<file path="src/sv/qpr_fifo.sv">
// small register queue used between the parts and on the result side
module qpr_fifo #(
  parameter int unsigned WIDTH = 16,
  parameter int unsigned DEPTH = 2
) (
  input  logic             clk_i,
  input  logic             rst_ni,
  input  logic             push_i,
  input  logic [WIDTH-1:0] data_i,
  output logic             full_o,
  input  logic             pop_i,
  output logic [WIDTH-1:0] data_o,
  output logic             empty_o
);

  localparam int unsigned PTR_W = (DEPTH > 1) ? $clog2(DEPTH) : 1;
  localparam int unsigned CNT_W = $clog2(DEPTH + 1);

  logic [WIDTH-1:0] mem_q [DEPTH];
  logic [PTR_W-1:0] wr_ptr_q, wr_ptr_d, rd_ptr_q, rd_ptr_d;
  logic [CNT_W-1:0] cnt_q, cnt_d;
  logic             do_push, do_pop;

  assign full_o  = (cnt_q == CNT_W'(DEPTH));
  assign empty_o = (cnt_q == '0);
  assign do_push = push_i & ~full_o;
  assign do_pop  = pop_i & ~empty_o;
  assign data_o  = mem_q[rd_ptr_q];

  always_comb begin
    wr_ptr_d = wr_ptr_q;
    rd_ptr_d = rd_ptr_q;
    cnt_d    = cnt_q;
    if (do_push) begin
      wr_ptr_d = (wr_ptr_q == PTR_W'(DEPTH - 1)) ? '0 : wr_ptr_q + PTR_W'(1);
    end
    if (do_pop) begin
      rd_ptr_d = (rd_ptr_q == PTR_W'(DEPTH - 1)) ? '0 : rd_ptr_q + PTR_W'(1);
    end
    if (do_push && !do_pop) begin
      cnt_d = cnt_q + CNT_W'(1);
    end else if (do_pop && !do_push) begin
      cnt_d = cnt_q - CNT_W'(1);
    end
  end

  always_ff @(posedge clk_i or negedge rst_ni) begin
    if (!rst_ni) begin
      wr_ptr_q <= '0;
      rd_ptr_q <= '0;
      cnt_q    <= '0;
    end else begin
      wr_ptr_q <= wr_ptr_d;
      rd_ptr_q <= rd_ptr_d;
      cnt_q    <= cnt_d;
    end
  end

  always_ff @(posedge clk_i) begin
    if (do_push) begin
      mem_q[wr_ptr_q] <= data_i;
    end
  end

endmodule

</file>
<file path="config.mk">
export PLATFORM = sky130hd
export DESIGN_NAME = qpr_fifo
export DESIGN_NICKNAME = d
export VERILOG_FILES = /design/src/sv/qpr_fifo.sv
export SDC_FILE = /design/constraint.sdc
export NUM_CORES = 1
export LEC_CHECK = 0
export ABC_AREA = 1
export BUFFER_PORTS_ARGS = -buffer_cell sky130_fd_sc_hd__buf_2
export CAP_MARGIN = 20
export CELL_PAD_IN_SITES_DETAIL_PLACEMENT = 2
export CELL_PAD_IN_SITES_GLOBAL_PLACEMENT = 2
export CORE_ASPECT_RATIO = 1.2
export CORE_MARGIN = 2
export CORE_UTILIZATION = 35
export DETAILED_ROUTE_END_ITERATION = 7
export PLACE_DENSITY = 0.89
export REMOVE_ABC_BUFFERS = 1
export SYNTH_ARGS = -nofsm -noshare
export SYNTH_HDL_FRONTEND = slang
export SYNTH_SLANG_ARGS = --single-unit
</file>
<file path="constraint.sdc">
create_clock -name clk_i -period 3.48 [get_ports clk_i]
set_clock_uncertainty 0.1 [all_clocks]
set_input_delay 0.174 -clock clk_i [delete_from_list [all_inputs] [get_ports clk_i]]
set_output_delay 0.174 -clock clk_i [all_outputs]
set_load 0.02 [all_outputs]
</file>
==> results.ini <==
[die]
dieArea_sq_um = 4530
num_rows = 25
initial_core_util = 0.362
die-width_microns = 61.8
top_level_ports = 38
dieHeight_microns = 73.3
fp.coreArea_sq_um = 3880

[setup_path]
cpMostUsedCell = nand2_1
slowest_stage = dfrtp_1
critPathMaxFanout = 18
start_kind = register
cp-end-kind = output port
crit_path_cell_trace = inv_4, nand2_1, nand2_1, buf_2
crit_type = register to output port
critPathMaxStageDelay_ns = 0.78
required_ns = 3.21
arrival_ns = 1.69

[cells_and_area]
seqCellArea_sq_um = 1060
drive_gt1_frac = 0.286
layout.nets = 195
fillerInstances = 416
antenna_cells = 0
multiInputGateArea_sq_um = 289
fin_util = 0.496
area_delta_synth_final_pct = 37.2

[synthesis]
syn-cell-area_sq_um = 1400
ys_ff_latch = 36
ys_types = 17
ys_warn_count = 0
syn-mean-instance-area_sq_um = 12.2
synth_cells = 115
ys_seq_area_frac = 0.756

[sta]
finalSetupViolCount = 0
setup-tns-final_ns = 0
fmax_mhz = 509
final-max-slew-violation-count = 0
maxSlewHeadroom = 0.549
hold_viol = 0
period_needed_ns = 1.96
rsz0062_at_grt = no
fin_crit_sh = 0.564
max_slew.worst_pin.slew_ns = 0.677

[place]
io_buffers = 37
hpwl_mm = 2.61
place_congestion = 0.777

[clocking]
postCtsSetupBuffers = 0
cts_inserted_buffers = 5
htreeDepth = 2
clkLatencyLatePin_ns = 0.29
cts_tree = done
clock_path_buffers = 2
cts_sinks = 36
clk_pin_slew_ns = 0.07
root_buffer = clkbuf_8

[global_route]
grtUsageTotal = 0.197
grt_start_max_net_pins = 19
grt_pass1_wl_mm = 6.00
grt_overflow = 0
first_global_vias = 1206
antenna_found_initial = 0

[detailed_routing]
wirelength_mm = 3.85
via_per_inst = 4.49
post_drt_wl_per_cell_microns = 16.8
ant_nets = 0
first_iter_violations = 23
drc = 0
vias = 1028
firstDrtPassIters = 4

[run]
max-cap-violations = 0

[hold_path]
hp-class = input port to register

[power_and_ir_drop]
p_leak_nw = 0.859
vdd_ir_drop_max_mv = 0.413
power.density_nw_per_um2 = 849

[run_status]
status = complete, no violations

Yosys cell counts:
library cell / number / area (sq um)
nand2_1: 57 / 214
ha_1: 1 / 12.5
o21ai_1: 2 / 10.0
dfrtp_1: 4 / 100
nand3b_1: 1 / 7.51
edfxtp_1: 32 / 961
xnor2_1: 1 / 8.76
nor2_1: 2 / 7.51
nor2_2: 1 / 6.26
nand4_1: 1 / 6.26
buf_2: 1 / 5.00
inv_1: 6 / 22.5
buf_4: 2 / 15.0
inv_2: 1 / 3.75
nor2_4: 1 / 11.3
nand3_1: 1 / 5.00
inv_4: 1 / 6.26
path summary, 6_finish.rpt:
check                               from     endpoint  slack, ns  cells after the start
worst min-delay path               pop_i     rd_ptr_q       0.05                      3
min in group asynchronous         rst_ni     rd_ptr_q       0.13                      2
worst max-delay path            rd_ptr_q    data_o[9]       1.52                      4
max in group asynchronous         rst_ni     cnt_q[1]       3.01                      2
worst min register to register  wr_ptr_q     wr_ptr_q       0.42                      2
worst max register to register  cnt_q[1]  mem_q[0][5]       1.76                      5
critical path, delay by kind of cell (launching register included):
kind	cells	cell delay, ns
flops	1	0.78
buf+inv	2	0.38
simple gates	2	0.23
metal layers:
metal	global-route usage	vias up	wire, microns
li1	-	491	-
met3	0.0563	6	159
met4	0.0780	0	70
met5	0	-	0
met1	0.209	500	1470
met2	0.354	31	2140
sequential cells by signal (all words and copies together), names as in the netlist:
register and flops:
wr_ptr_q 1, mem_q 32, cnt_q 2, rd_ptr_q 1
through the flow:
stage / cells / cell area, sq um / hold WS (ns) / worst slack [ns] / total power [mW]
after floorplan: 112 / 1380 / -0.222 / 1.75 / 1.03
after global placement: 204 / 1640 / -0.113 / 1.89 / 1.20
after detailed placement: 204 / 1640 / -0.106 / 1.75 / 1.27
after CTS: 229 / 1920 / 0.0418 / 1.54 / 1.65
after global routing: 229 / 1920 / 0.0562 / 1.41 / 1.74
final: 229 / 1920 / 0.0482 / 1.52 / 1.63
where the power goes:
part           switching [mW]  total (mW)  internal [mW]
registers              0.0827       0.678          0.595
logic                   0.408       0.591          0.183
clock network           0.153       0.365          0.212
logic make-up (layout without fill, tap and decap cells):
logic type	after synthesis	in the layout	synth area share
and+or+nand+nor	64	64	0.184
DFF	36	36	0.756
buffers and inverters	11	71	0.0375
AOI/OAI and AO/OA	2	2	0.00714
adders and majority gates	1	1	0.00892
xor gates and xnor gates	1	1	0.00625
final cells by class:
cell class	count	share of cell area
repair buffers	55	0.189
well taps	54	0.0351
flip-flops and latches	36	0.551
multi-input cells	68	0.150
inverters	8	0.0169
clock inverters	3	0.0221
clock buffers	5	0.0358
layout by cell type (no fill, tap or decap), types with 2 or more instances in the layout:
master,Yosys,routed
dlygate4sd3_1,0,17
inv_1,6,6
nand2_1,57,57
clkbuf_8,0,5
buf_2,1,37
nor2_1,2,2
o21ai_1,2,2
dfrtp_1,4,4
edfxtp_1,32,32
what timing repair did:
action,in CTS,in global routing
endpoints found under the hold margin,36,0
resized for setup,0,0
hold buffers,17,0
No activity file was read; power rests on OpenSTA's default activity.
