File: src/sv/qpr_pkg.sv
// shared constants and register index codes for the quasi-pr current controller
package qpr_pkg;

  localparam int unsigned QPR_SAMPLE_WIDTH   = 16;
  localparam int unsigned QPR_COEF_FRAC_BITS = 16;
  localparam int unsigned COEF_WIDTH         = 24;
  localparam int unsigned RES_WIDTH          = 32;
  localparam int unsigned QUEUE_DEPTH        = 2;
  localparam int unsigned CFG_IDX_W          = 3;

  typedef enum logic [CFG_IDX_W-1:0] {
    CFG_PROP_GAIN = 3'd0,
    CFG_RES_B0    = 3'd1,
    CFG_RES_A1    = 3'd2,
    CFG_RES_A2    = 3'd3,
    CFG_DRIVE_MIN = 3'd4,
    CFG_DRIVE_MAX = 3'd5
  } cfg_idx_e;

endpackage

File: src/sv/qpr_front.sv
// front part: takes error samples, keeps error history, forms feed-forward products
module qpr_front import qpr_pkg::*; #(
  parameter int unsigned SAMPLE_WIDTH   = QPR_SAMPLE_WIDTH,
  parameter int unsigned COEF_FRAC_BITS = QPR_COEF_FRAC_BITS,
  parameter int unsigned KP_W           = COEF_WIDTH + SAMPLE_WIDTH,
  parameter int unsigned B0_W           = COEF_WIDTH + SAMPLE_WIDTH + 1
) (
  input  logic                           clk_i,
  input  logic                           rst_ni,
  input  logic                           push_i,
  output logic                           full_o,
  input  logic signed [SAMPLE_WIDTH-1:0] error_sample_i,
  input  logic signed [COEF_WIDTH-1:0]   prop_gain_i,
  input  logic signed [COEF_WIDTH-1:0]   res_b0_i,
  output logic                           mid_push_o,
  input  logic                           mid_full_i,
  output logic signed [KP_W-1:0]         kp_term_o,
  output logic signed [B0_W-1:0]         b0_term_o
);

  localparam int unsigned DIFF_W = SAMPLE_WIDTH + 1;

  logic                           valid_q, valid_d;
  logic                           load;
  logic signed [SAMPLE_WIDTH-1:0] err1_q, err2_q;
  logic signed [DIFF_W-1:0]       diff;
  logic signed [KP_W-1:0]         kp_prod, kp_term_q;
  logic signed [B0_W-1:0]         b0_prod, b0_term_q;

  assign full_o     = valid_q & mid_full_i;
  assign mid_push_o = valid_q & ~mid_full_i;
  assign load       = push_i & ~full_o;

  assign diff    = DIFF_W'(error_sample_i) - DIFF_W'(err2_q);
  assign kp_prod = prop_gain_i * error_sample_i;
  assign b0_prod = res_b0_i * diff;

  always_comb begin
    valid_d = valid_q;
    if (load) begin
      valid_d = 1'b1;
    end else if (mid_push_o) begin
      valid_d = 1'b0;
    end
  end

  always_ff @(posedge clk_i or negedge rst_ni) begin
    if (!rst_ni) begin
      valid_q <= 1'b0;
      err1_q  <= '0;
      err2_q  <= '0;
    end else begin
      valid_q <= valid_d;
      if (load) begin
        err2_q <= err1_q;
        err1_q <= error_sample_i;
      end
    end
  end

  always_ff @(posedge clk_i) begin
    if (load) begin
      kp_term_q <= kp_prod >>> COEF_FRAC_BITS;
      b0_term_q <= b0_prod >>> COEF_FRAC_BITS;
    end
  end

  assign kp_term_o = kp_term_q;
  assign b0_term_o = b0_term_q;

endmodule

File: config.mk
export PLATFORM = sky130hd
export DESIGN_NAME = qpr_front
export DESIGN_NICKNAME = d
export VERILOG_FILES = /design/src/sv/qpr_pkg.sv /design/src/sv/qpr_front.sv
export SDC_FILE = /design/constraint.sdc
export NUM_CORES = 2
export LEC_CHECK = 0
export BUFFER_PORTS_ARGS = -buffer_cell sky130_fd_sc_hd__buf_4
export CELL_PAD_IN_SITES_DETAIL_PLACEMENT = 1
export CELL_PAD_IN_SITES_GLOBAL_PLACEMENT = 2
export CORE_MARGIN = 4
export CORE_UTILIZATION = 27
export CTS_CLUSTER_SIZE = 24
export DETAILED_ROUTE_END_ITERATION = 16
export PLACE_DENSITY_LB_ADDON = 0.1
export SLEW_MARGIN = 20
export SYNTH_ARGS = -nofsm -noshare
export SYNTH_HDL_FRONTEND = slang
export SYNTH_SLANG_ARGS = --single-unit
export TNS_END_PERCENT = 30
File: constraint.sdc
create_clock -name clk_i -period 10.3 [get_ports clk_i]
set_input_delay 2.06 -clock clk_i [delete_from_list [all_inputs] [get_ports clk_i]]
set_output_delay 2.06 -clock clk_i [all_outputs]
set_load 0.03 [all_outputs]
==> results.sh <==
export IMPL_drt_total_wl_um=101000
export IMPL_slowest_stage="or4_4"
export IMPL_whs_ps=490
export IMPL_path_class="primary input to flop"
export IMPL_end_kind="flop"
export IMPL_grt_first_pass_wirelength_um=160000
export IMPL_die_area_um2=120000
export IMPL_setup_tns_final_ps=0
export IMPL_core_um2=114000
export IMPL_grt_start_max_net_pins=58
export IMPL_pin_count=151
export IMPL_r2r_slack_ps=1890
export IMPL_syn_area_um2=31000
export IMPL_numClockSinks=82
export IMPL_synth_distinct_cells=64
export IMPL_worstHoldPathType="flop to flop"
export IMPL_num_rows=124
export IMPL_vias_per_cell=4.47
export IMPL_whs_path_depth=2
export IMPL_r2r_end="b0_term_o[22]"
export IMPL_synth_async_sr_flop_share_pct=40.2
export IMPL_final_common_cell="inv_1"
export IMPL_die_w_um=347
export IMPL_period_share_pct=95.3
export IMPL_fin_cells=4902
export IMPL_routedWlPerCell_um=20.6
export IMPL_r2r_start="err2_q[1]"
export IMPL_most_common_layout_cells="862 x inv_1, 774 x fa_1, 513 x nand2_1"
export IMPL_ant_nets=0
export IMPL_cts_tree="done"
export IMPL_area_delta_synth_final_pct=10.8
export IMPL_cts_made_buffers=9
export IMPL_synth_seq_area_share_pct=7.40
export IMPL_slew_headroom_pct=40.2
export IMPL_nets=4433
export IMPL_gp_congestion=0.803
export IMPL_worst_pin_slew_ps=897
export IMPL_required_ps=10460
export IMPL_cts_hold_buf=0
export IMPL_grt_pass1_vias=26500
export IMPL_antenna_found_initial=8
export IMPL_synth_edff_count=49
export IMPL_cp_max_fo=12
export IMPL_yosys_warnings=0
export IMPL_setup_viol=0
export IMPL_first_pass_iters=5
export IMPL_placedCellCount=4886
export IMPL_synth_main_ff_cell="edfxtp_1"
export IMPL_min_delay_worst_endpoint="err2_q[11]"
export IMPL_dpl_hpwl_um=80300
export IMPL_start_util_pct=27.2
export IMPL_num_antenna_cells=0
export IMPL_portBuffers=150
export IMPL_clk_path_buf_depth=2
export IMPL_worstHoldStart="err1_q[11]"
export IMPL_finalCriticalPeriod_ps=9810
export IMPL_dr_first_iter_drc_count=702
export IMPL_finalMaxSlewViolations=0
export IMPL_drv_cap=0
export IMPL_cts_htree_levels=3
export IMPL_reg2reg_depth=30
export IMPL_outcome="completed"
export IMPL_slowest_delay_ps=590
export IMPL_synthesis_nets=4377
export IMPL_crit_path_start_kind="primary input"
export IMPL_vias=21900
export IMPL_drc=0
export IMPL_seq_area_um2=2300
export IMPL_nFillCells=13200
export IMPL_clk_latency_ps=400
export IMPL_overflow=0
export IMPL_syn_inst=3329
export IMPL_drive_gt1_share_pct=8.35
export IMPL_path_clk_slew_ps=90
export IMPL_synth_area_per_cell_um2=9.32
export IMPL_die_h_um=347
export IMPL_track_usage_pct=17.4
export IMPL_cpMostUsedCell="fa_1"
export IMPL_fmax_mhz=102
export IMPL_fin_worst_skew_ps=16.0
export IMPL_clock_root_buffer="clkbuf_16"
export IMPL_cp_arrival_ps=9970
export IMPL_finalHoldViolCount=0
export IMPL_multi_input_area_um2=24900
export IMPL_rsz0062_at_grt="false"
export IMPL_ys_ff_latch=82
## kinds of logic after synthesis
family | count (synthesis) | share of synthesized area (%)
flip-flops | 82 | 7.40
XOR/XNOR | 74 | 2.09
adder cells (fa/ha/maj) | 980 | 58.2
AND/OR/NAND/NOR | 944 | 14.6
multiplexers | 20 | 0.718
buffers and inverters | 1025 | 12.8
AO/OA/AOI/OAI | 204 | 4.18
## how the worst max path moves through the flow
stage / start / endpoint / slack (ps) / cells past startpoint
after CTS: error_sample_i[4] / b0_term_o[11] / 300 / 30
final: error_sample_i[0] / b0_term_o[22] / 490 / 31
after global routing: error_sample_i[0] / b0_term_o[22] / 20 / 31
after global placement: error_sample_i[1] / b0_term_o[19] / 3 / 31
after floorplan: error_sample_i[1] / b0_term_o[22] / 560 / 30
after detailed placement: error_sample_i[4] / b0_term_o[11] / -150 / 30
## cells in the mapped netlist (all sizes together) (11+ instances only)
master | number | share of area [%]
nor2b | 59 | 1.2
and2 | 231 | 4.7
nand2 | 513 | 6.2
edfxtp | 49 | 4.7
o21ai | 48 | 0.77
a21o | 16 | 0.39
o21a | 11 | 0.27
clkbuf | 126 | 1.5
inv | 862 | 10
ha | 206 | 8.3
xor2 | 15 | 0.42
nand2b | 28 | 0.56
buf | 37 | 0.84
nand4 | 12 | 0.24
xnor2 | 59 | 1.7
dfrtp | 33 | 2.7
fa | 774 | 50
nor3 | 15 | 0.27
nor2 | 44 | 0.53
a21oi | 63 | 1.0
a211oi | 14 | 0.35
mux2 | 18 | 0.65
## what timing repair did
| item | in CTS | in global routing |
|---|---|---|
| endpoints found under the setup margin | 0 | 11 |
| setup buffers | 0 | 0 |
| hold endpoints to repair | 0 | 0 |
| gates resized for setup | 0 | 7 |
## critical path, delay by kind of cell
kind	cells	cell delay [ps]
fa+ha+maj	9	3590
compound gates	11	2570
simple gates	5	1220
buf+inv	6	520
## final cells by class
type | count | share of cell area [%]
Clock inverter | 7 | 0.266
Sequential cell | 82 | 6.68
Inverter | 862 | 9.41
Multi-Input combinational cell | 2222 | 72.5
Timing Repair Buffer | 208 | 4.96
Clock buffer | 9 | 0.655
Tap cell | 1512 | 5.50
## per-layer routing
layer	vias up	global-route usage (%)	routed length [um]
li1	9742	-	-
met1	11800	23.2	46000
met2	252	30.6	50300
met3	69	2.38	3210
met4	6	2.93	1490
met5	-	0	30
## registers in the layout, summed over array words and instances (netlist names)
signal and cells:
b0_term_o 25, err1_q 16, kp_term_o 24, err2_q 16, valid_q 1
## through the flow
step / utilization (%) / instance area (um^2) / worst slack, ps
after floorplan: - / 31000 / 555
after global placement: 29.8 / 34000 / 3.22
after detailed placement: 29.8 / 34000 / -145
after CTS: 30.1 / 34300 / 296
after global routing: 30.1 / 34400 / 20.9
final: 30.1 / 34400 / 487
Power is not shown: default switching activity piles up to over one toggle a cycle in this logic, so the estimate is an artifact.
