<file path="src/sv/qpr_pkg.sv">
// shared constants and register index codes for the quasi-pr current controller
package qpr_pkg;

  localparam int unsigned QPR_SAMPLE_WIDTH   = 16;
  localparam int unsigned QPR_COEF_FRAC_BITS = 16;
  localparam int unsigned COEF_WIDTH         = 24;
  localparam int unsigned RES_WIDTH          = 32;
  localparam int unsigned QUEUE_DEPTH        = 2;
  localparam int unsigned CFG_IDX_W          = 3;

  typedef enum logic [CFG_IDX_W-1:0] {
    CFG_PROP_GAIN = 3'd0,
    CFG_RES_B0    = 3'd1,
    CFG_RES_A1    = 3'd2,
    CFG_RES_A2    = 3'd3,
    CFG_DRIVE_MIN = 3'd4,
    CFG_DRIVE_MAX = 3'd5
  } cfg_idx_e;

endpackage

</file>
<file path="src/sv/qpr_back.sv">
// back part: resonant recursion with saturation, proportional add and output clamp
module qpr_back import qpr_pkg::*; #(
  parameter int unsigned SAMPLE_WIDTH   = QPR_SAMPLE_WIDTH,
  parameter int unsigned COEF_FRAC_BITS = QPR_COEF_FRAC_BITS,
  parameter int unsigned KP_W           = COEF_WIDTH + SAMPLE_WIDTH,
  parameter int unsigned B0_W           = COEF_WIDTH + SAMPLE_WIDTH + 1
) (
  input  logic                           clk_i,
  input  logic                           rst_ni,
  input  logic                           mid_empty_i,
  output logic                           mid_pop_o,
  input  logic signed [KP_W-1:0]         kp_term_i,
  input  logic signed [B0_W-1:0]         b0_term_i,
  input  logic signed [COEF_WIDTH-1:0]   res_a1_i,
  input  logic signed [COEF_WIDTH-1:0]   res_a2_i,
  input  logic signed [SAMPLE_WIDTH-1:0] drive_min_i,
  input  logic signed [SAMPLE_WIDTH-1:0] drive_max_i,
  input  logic                           out_full_i,
  output logic                           out_push_o,
  output logic signed [SAMPLE_WIDTH-1:0] drive_o
);

  localparam int unsigned FB_W  = COEF_WIDTH + RES_WIDTH;
  localparam int unsigned TOP_W = (RES_WIDTH > SAMPLE_WIDTH + 1) ? RES_WIDTH : SAMPLE_WIDTH + 1;
  localparam int unsigned SUM_W = COEF_WIDTH + TOP_W + 2;
  localparam logic signed [SUM_W-1:0] R_HI = {{(SUM_W-RES_WIDTH+1){1'b0}},
                                              {(RES_WIDTH-1){1'b1}}};
  localparam logic signed [SUM_W-1:0] R_LO = {{(SUM_W-RES_WIDTH+1){1'b1}},
                                              {(RES_WIDTH-1){1'b0}}};

  logic                          work;
  logic signed [RES_WIDTH-1:0]   y1_q, y2_q, r;
  logic signed [FB_W-1:0]        a1_prod, a2_prod, a1_term, a2_term;
  logic signed [SUM_W-1:0]       r_sum, out_sum, lo_ext, hi_ext, clamped;

  assign work       = ~mid_empty_i & ~out_full_i;
  assign mid_pop_o  = work;
  assign out_push_o = work;

  assign a1_prod = res_a1_i * y1_q;
  assign a2_prod = res_a2_i * y2_q;
  assign a1_term = a1_prod >>> COEF_FRAC_BITS;
  assign a2_term = a2_prod >>> COEF_FRAC_BITS;
  assign r_sum   = SUM_W'(b0_term_i) - SUM_W'(a1_term) - SUM_W'(a2_term);

  always_comb begin
    if (r_sum > R_HI) begin
      r = R_HI[RES_WIDTH-1:0];
    end else if (r_sum < R_LO) begin
      r = R_LO[RES_WIDTH-1:0];
    end else begin
      r = r_sum[RES_WIDTH-1:0];
    end
  end

  assign out_sum = SUM_W'(kp_term_i) + SUM_W'(r);
  assign lo_ext  = SUM_W'(drive_min_i);
  assign hi_ext  = SUM_W'(drive_max_i);

  always_comb begin
    if (out_sum < lo_ext) begin
      clamped = lo_ext;
    end else if (out_sum > hi_ext) begin
      clamped = hi_ext;
    end else begin
      clamped = out_sum;
    end
  end

  assign drive_o = clamped[SAMPLE_WIDTH-1:0];

  always_ff @(posedge clk_i or negedge rst_ni) begin
    if (!rst_ni) begin
      y1_q <= '0;
      y2_q <= '0;
    end else if (work) begin
      y2_q <= y1_q;
      y1_q <= r;
    end
  end

endmodule

</file>
<file path="config.mk">
export PLATFORM = sky130hd
export DESIGN_NAME = qpr_back
export DESIGN_NICKNAME = d
export VERILOG_FILES = /design/src/sv/qpr_pkg.sv /design/src/sv/qpr_back.sv
export SDC_FILE = /design/constraint.sdc
export NUM_CORES = 2
export LEC_CHECK = 0
export BUFFER_PORTS_ARGS = -buffer_cell sky130_fd_sc_hd__buf_2
export CAP_MARGIN = 20
export CORE_ASPECT_RATIO = 1.4
export CORE_MARGIN = 10
export CORE_UTILIZATION = 55
export DETAILED_ROUTE_END_ITERATION = 16
export GPL_TIMING_DRIVEN = 0
export HOLD_SLACK_MARGIN = 0.06
export PLACE_DENSITY = 0.72
export SETUP_SLACK_MARGIN = 0.05
export SLEW_MARGIN = 40
export SYNTH_ARGS = -nofsm -noshare
export SYNTH_HDL_FRONTEND = slang
export SYNTH_SLANG_ARGS = --single-unit
</file>
<file path="constraint.sdc">
create_clock -name clk_i -period 36.4 [get_ports clk_i]
set_input_delay 5.46 -clock clk_i [delete_from_list [all_inputs] [get_ports clk_i]]
set_output_delay 5.46 -clock clk_i [all_outputs]
set_load 0.01 [all_outputs]
</file>
==> results by group <==
Route
  • Routed WL: 215000 um
  • Initial drt markers: 3781
  • DR DRC count: 0
  • Drt pass-1 iters: 5
  • Total number of vias: 49800
  • Vias per inst: 5.75
  • WL/cell: 24.8 um
  • Post-route antenna net violation count: 0

CTS
  • Postcts setup bufs: 0
  • TritonCTS buffer count: 9
  • CTS clk-pin slew, worst paths: 0.06 ns
  • TritonCTS clock tree: built
  • H-tree Lvls: 3
  • Clk Latency, worst-skew pair: 0.37 ns
  • Cts repair resizes: 0
  • Post-CTS Hold Buffers: 0
  • Clock buffer depth: 2
  • Clock Root Buffer: clkbuf_16
  • Clk sink count: 64

Die
  • Die height: 420 um
  • Die area: 0.128 mm2
  • Row Count: 146
  • Starting Density: 55.4%
  • IO Pins: 183
  • Die width: 306 um
  • Core area: 0.113 mm2

Logic synthesis
  • Async set-reset flop share out of synthesis: 100%
  • Ys Warns: 0
  • Cell count after synthesis: 6966
  • Syn avg cell area: 9.01 um2
  • Synth Register Bits: 64
  • Syn nets: 9194
  • Number of synthesized flops with an enable pin: 0
  • Mapped Area: 0.0628 mm2
  • Sequential cell area fraction in the yosys report: 2.55%
  • Top cells by area, synth: fa_1 51%, inv_1 10%, ha_1 9.1%
  • Top cell type's share of synthesized area: 51.2%
  • Biggest area consumer among synthesized cells: fa_1
  • Unique masters post-synth: 77
  • Primary FF master, synth: dfrtp_1

Placed design
  • Hpwl dp: 186000 um
  • IO buf count: 182
  • RePlAce Congestion: 1.02

Hold path
  • Hold Path Depth: 3
  • Hold Crit Class: flop to flop
  • Worst hold path endpoint: y2_q[1]
  • Hold Path Origin: y2_q[1]

Timing
  • Hold Vio Cnt, Final: 0
  • Fmax: 32.4 MHz
  • Worst Skew: 0.00685 ns
  • RSZ-0062 raised after global routing: false
  • Relative slew slack: 33.4%
  • Crit path time final: 30.88 ns
  • Slew @ Worst Pin: 0.991 ns
  • Fin crit share: 84.8%
  • Fin. max-slew vios: 0
  • Final count of negative-setup-slack endpoints: 0
  • Setup TNS: 0 ns

GRT
  • Gr usage total: 34.3%
  • Vias in the first global route: 54100
  • Pin count of the biggest net entering global routing: 45
  • First-pass GRT wire length: 329000 um
  • GR Overflow Total: 0
  • Antenna violations before repair: 17

Setup path
  • Worst Reg2Reg Path Length in Cells: 41
  • RR Endpoint: y1_q[22]
  • Req. time, crit path: 30.94 ns
  • CP max stage delay: 0.74 ns
  • Critical Path Sink Type: primary output
  • Top cell by count, worst path: fa_1
  • Crit path arrival time: 25.42 ns
  • Slowest cell on the critical path: clkbuf_1
  • Critical path class: input pin to primary output
  • Flop2flop setup slack: 22.04 ns
  • Max Fanout on Critical Path: 10
  • Worst Setup Start Kind: input pin
  • Crit Reg-Reg Startpoint: y1_q[17]

Outcome
  • Status: complete, no violations

Layout
  • Area growth syn-to-layout: 5.19%
  • Share of layout cells above drive strength 1: 4.38%
  • Nets@finish: 9393

Job
  • MaxCap Viol Count: 0
[cell usage in the layout (no fill, tap or decap), types with 8 or more instances in the layout]
cell and count:
o211ai_1 16, a21oi_1 141, nand2_1 998, clkbuf_1 258
ha_1 456, xor2_1 52, o31ai_1 8, a211oi_1 12
and2_1 694, dfrtp_1 64, nand2b_1 36, and3_1 21
nand4_1 44, nor2b_1 32, inv_1 1676, nor3_1 30
mux2i_1 31, o21a_1 38, a21o_1 102, o21bai_1 15
nor4_1 8, a31oi_1 17, fa_1 1606, nand3_1 26
o21ai_0 112, clkbuf_16 9, nor2_1 153, clkbuf_2 47
xnor2_1 105, buf_2 186, o221ai_2 21, or3_1 9
[through the flow]
stage | setup WS, ns | cell area [um2] | hold WS, ns | utilization [%] | cells
2_1_floorplan | 10.55 | 62800 | 0.695 | - | 6966
3_3_place_gp | 3.65 | 65600 | 0.976 | 57.9 | 8628
3_5_place_dp | 5.98 | 65700 | 0.989 | 58.0 | 8634
4_1_cts | 5.89 | 66000 | 0.997 | 58.3 | 8650
5_1_grt | 4.87 | 66000 | 1.04 | 58.3 | 8652
6_report | 5.52 | 66100 | 1.01 | 58.3 | 8656
[flip-flops by register name, indices dropped and copies added, names as in the netlist]
name and flops:
y1_q 32, y2_q 32
[worst max-delay path by stage]
stage	slack, ns	startpoint	to	cells past startpoint
3_3_place_gp	3.65	res_a1_i[18]	drive_o[13]	66
6_report	5.52	res_a1_i[19]	drive_o[14]	68
3_5_place_dp	5.98	res_a1_i[19]	drive_o[13]	68
5_1_grt	4.87	res_a1_i[19]	drive_o[13]	68
4_1_cts	5.89	res_a1_i[19]	drive_o[13]	68
2_1_floorplan	10.55	res_a2_i[0]	drive_o[10]	66
[cell usage after synthesis (31+ instances only)]
library cell and count:
a21o_1 102, nor2_1 153, nand4_1 44, xnor2_1 109, inv_1 1678, fa_1 1606
o21ai_0 112, nand2_1 998, dfrtp_1 64, o21a_1 38, xor2_1 52, nor2b_1 32
a21oi_1 142, and2_1 694, nand2b_1 36, ha_1 457, mux2i_1 31, clkbuf_1 304
[worst max-delay path, delay by kind of cell]
kind	cells	cell delay, ns
simple gates	14	3.40
mux	2	0.39
compound gates	24	6.38
xor+xnor	2	0.73
buf+inv	13	3.12
fa+ha+maj	13	5.89
[layout make-up]
type / instances / area, um2
Inverter: 1680 / 6310
Multi-Input combinational cell: 4907 / 53700
Buffer: 315 / 1300
Clock buffer: 9 / 225
Antenna cell: 6 / 15.0
Fill cell: 10100 / 47200
Timing Repair Buffer: 188 / 966
Sequential cell: 64 / 1600
Tap cell: 1480 / 1850
Clock inverter: 7 / 71.3
[kinds of logic (layout without fill, tap and decap cells)]
logic type | Yosys count | count (layout) | share of synthesized area (%)
AOI/OAI and AO/OA | 570 | 570 | 6.21
xor gates and xnor gates | 161 | 161 | 2.25
adders and majority gates | 2063 | 2063 | 60.3
buffers and inverters | 1995 | 2199 | 12.0
DFF | 64 | 64 | 2.55
muxes | 33 | 33 | 0.530
other | 0 | 6 | 0
and+or+nand+nor | 2080 | 2080 | 16.1
[metal layers]
metal | up-vias | wire length (um) | global-route usage, % | part of all wire (%)
li1 | 21000 | - | - | -
met1 | 25400 | 73400 | 38.5 | 34
met2 | 2530 | 103000 | 57.7 | 48
met3 | 887 | 18700 | 7.65 | 8.7
met4 | 6 | 19900 | 24.5 | 9.3
met5 | - | 68 | 0 | 0.032
Power is not shown: default switching activity piles up to over one toggle a cycle in this logic, so the estimate is an artifact.
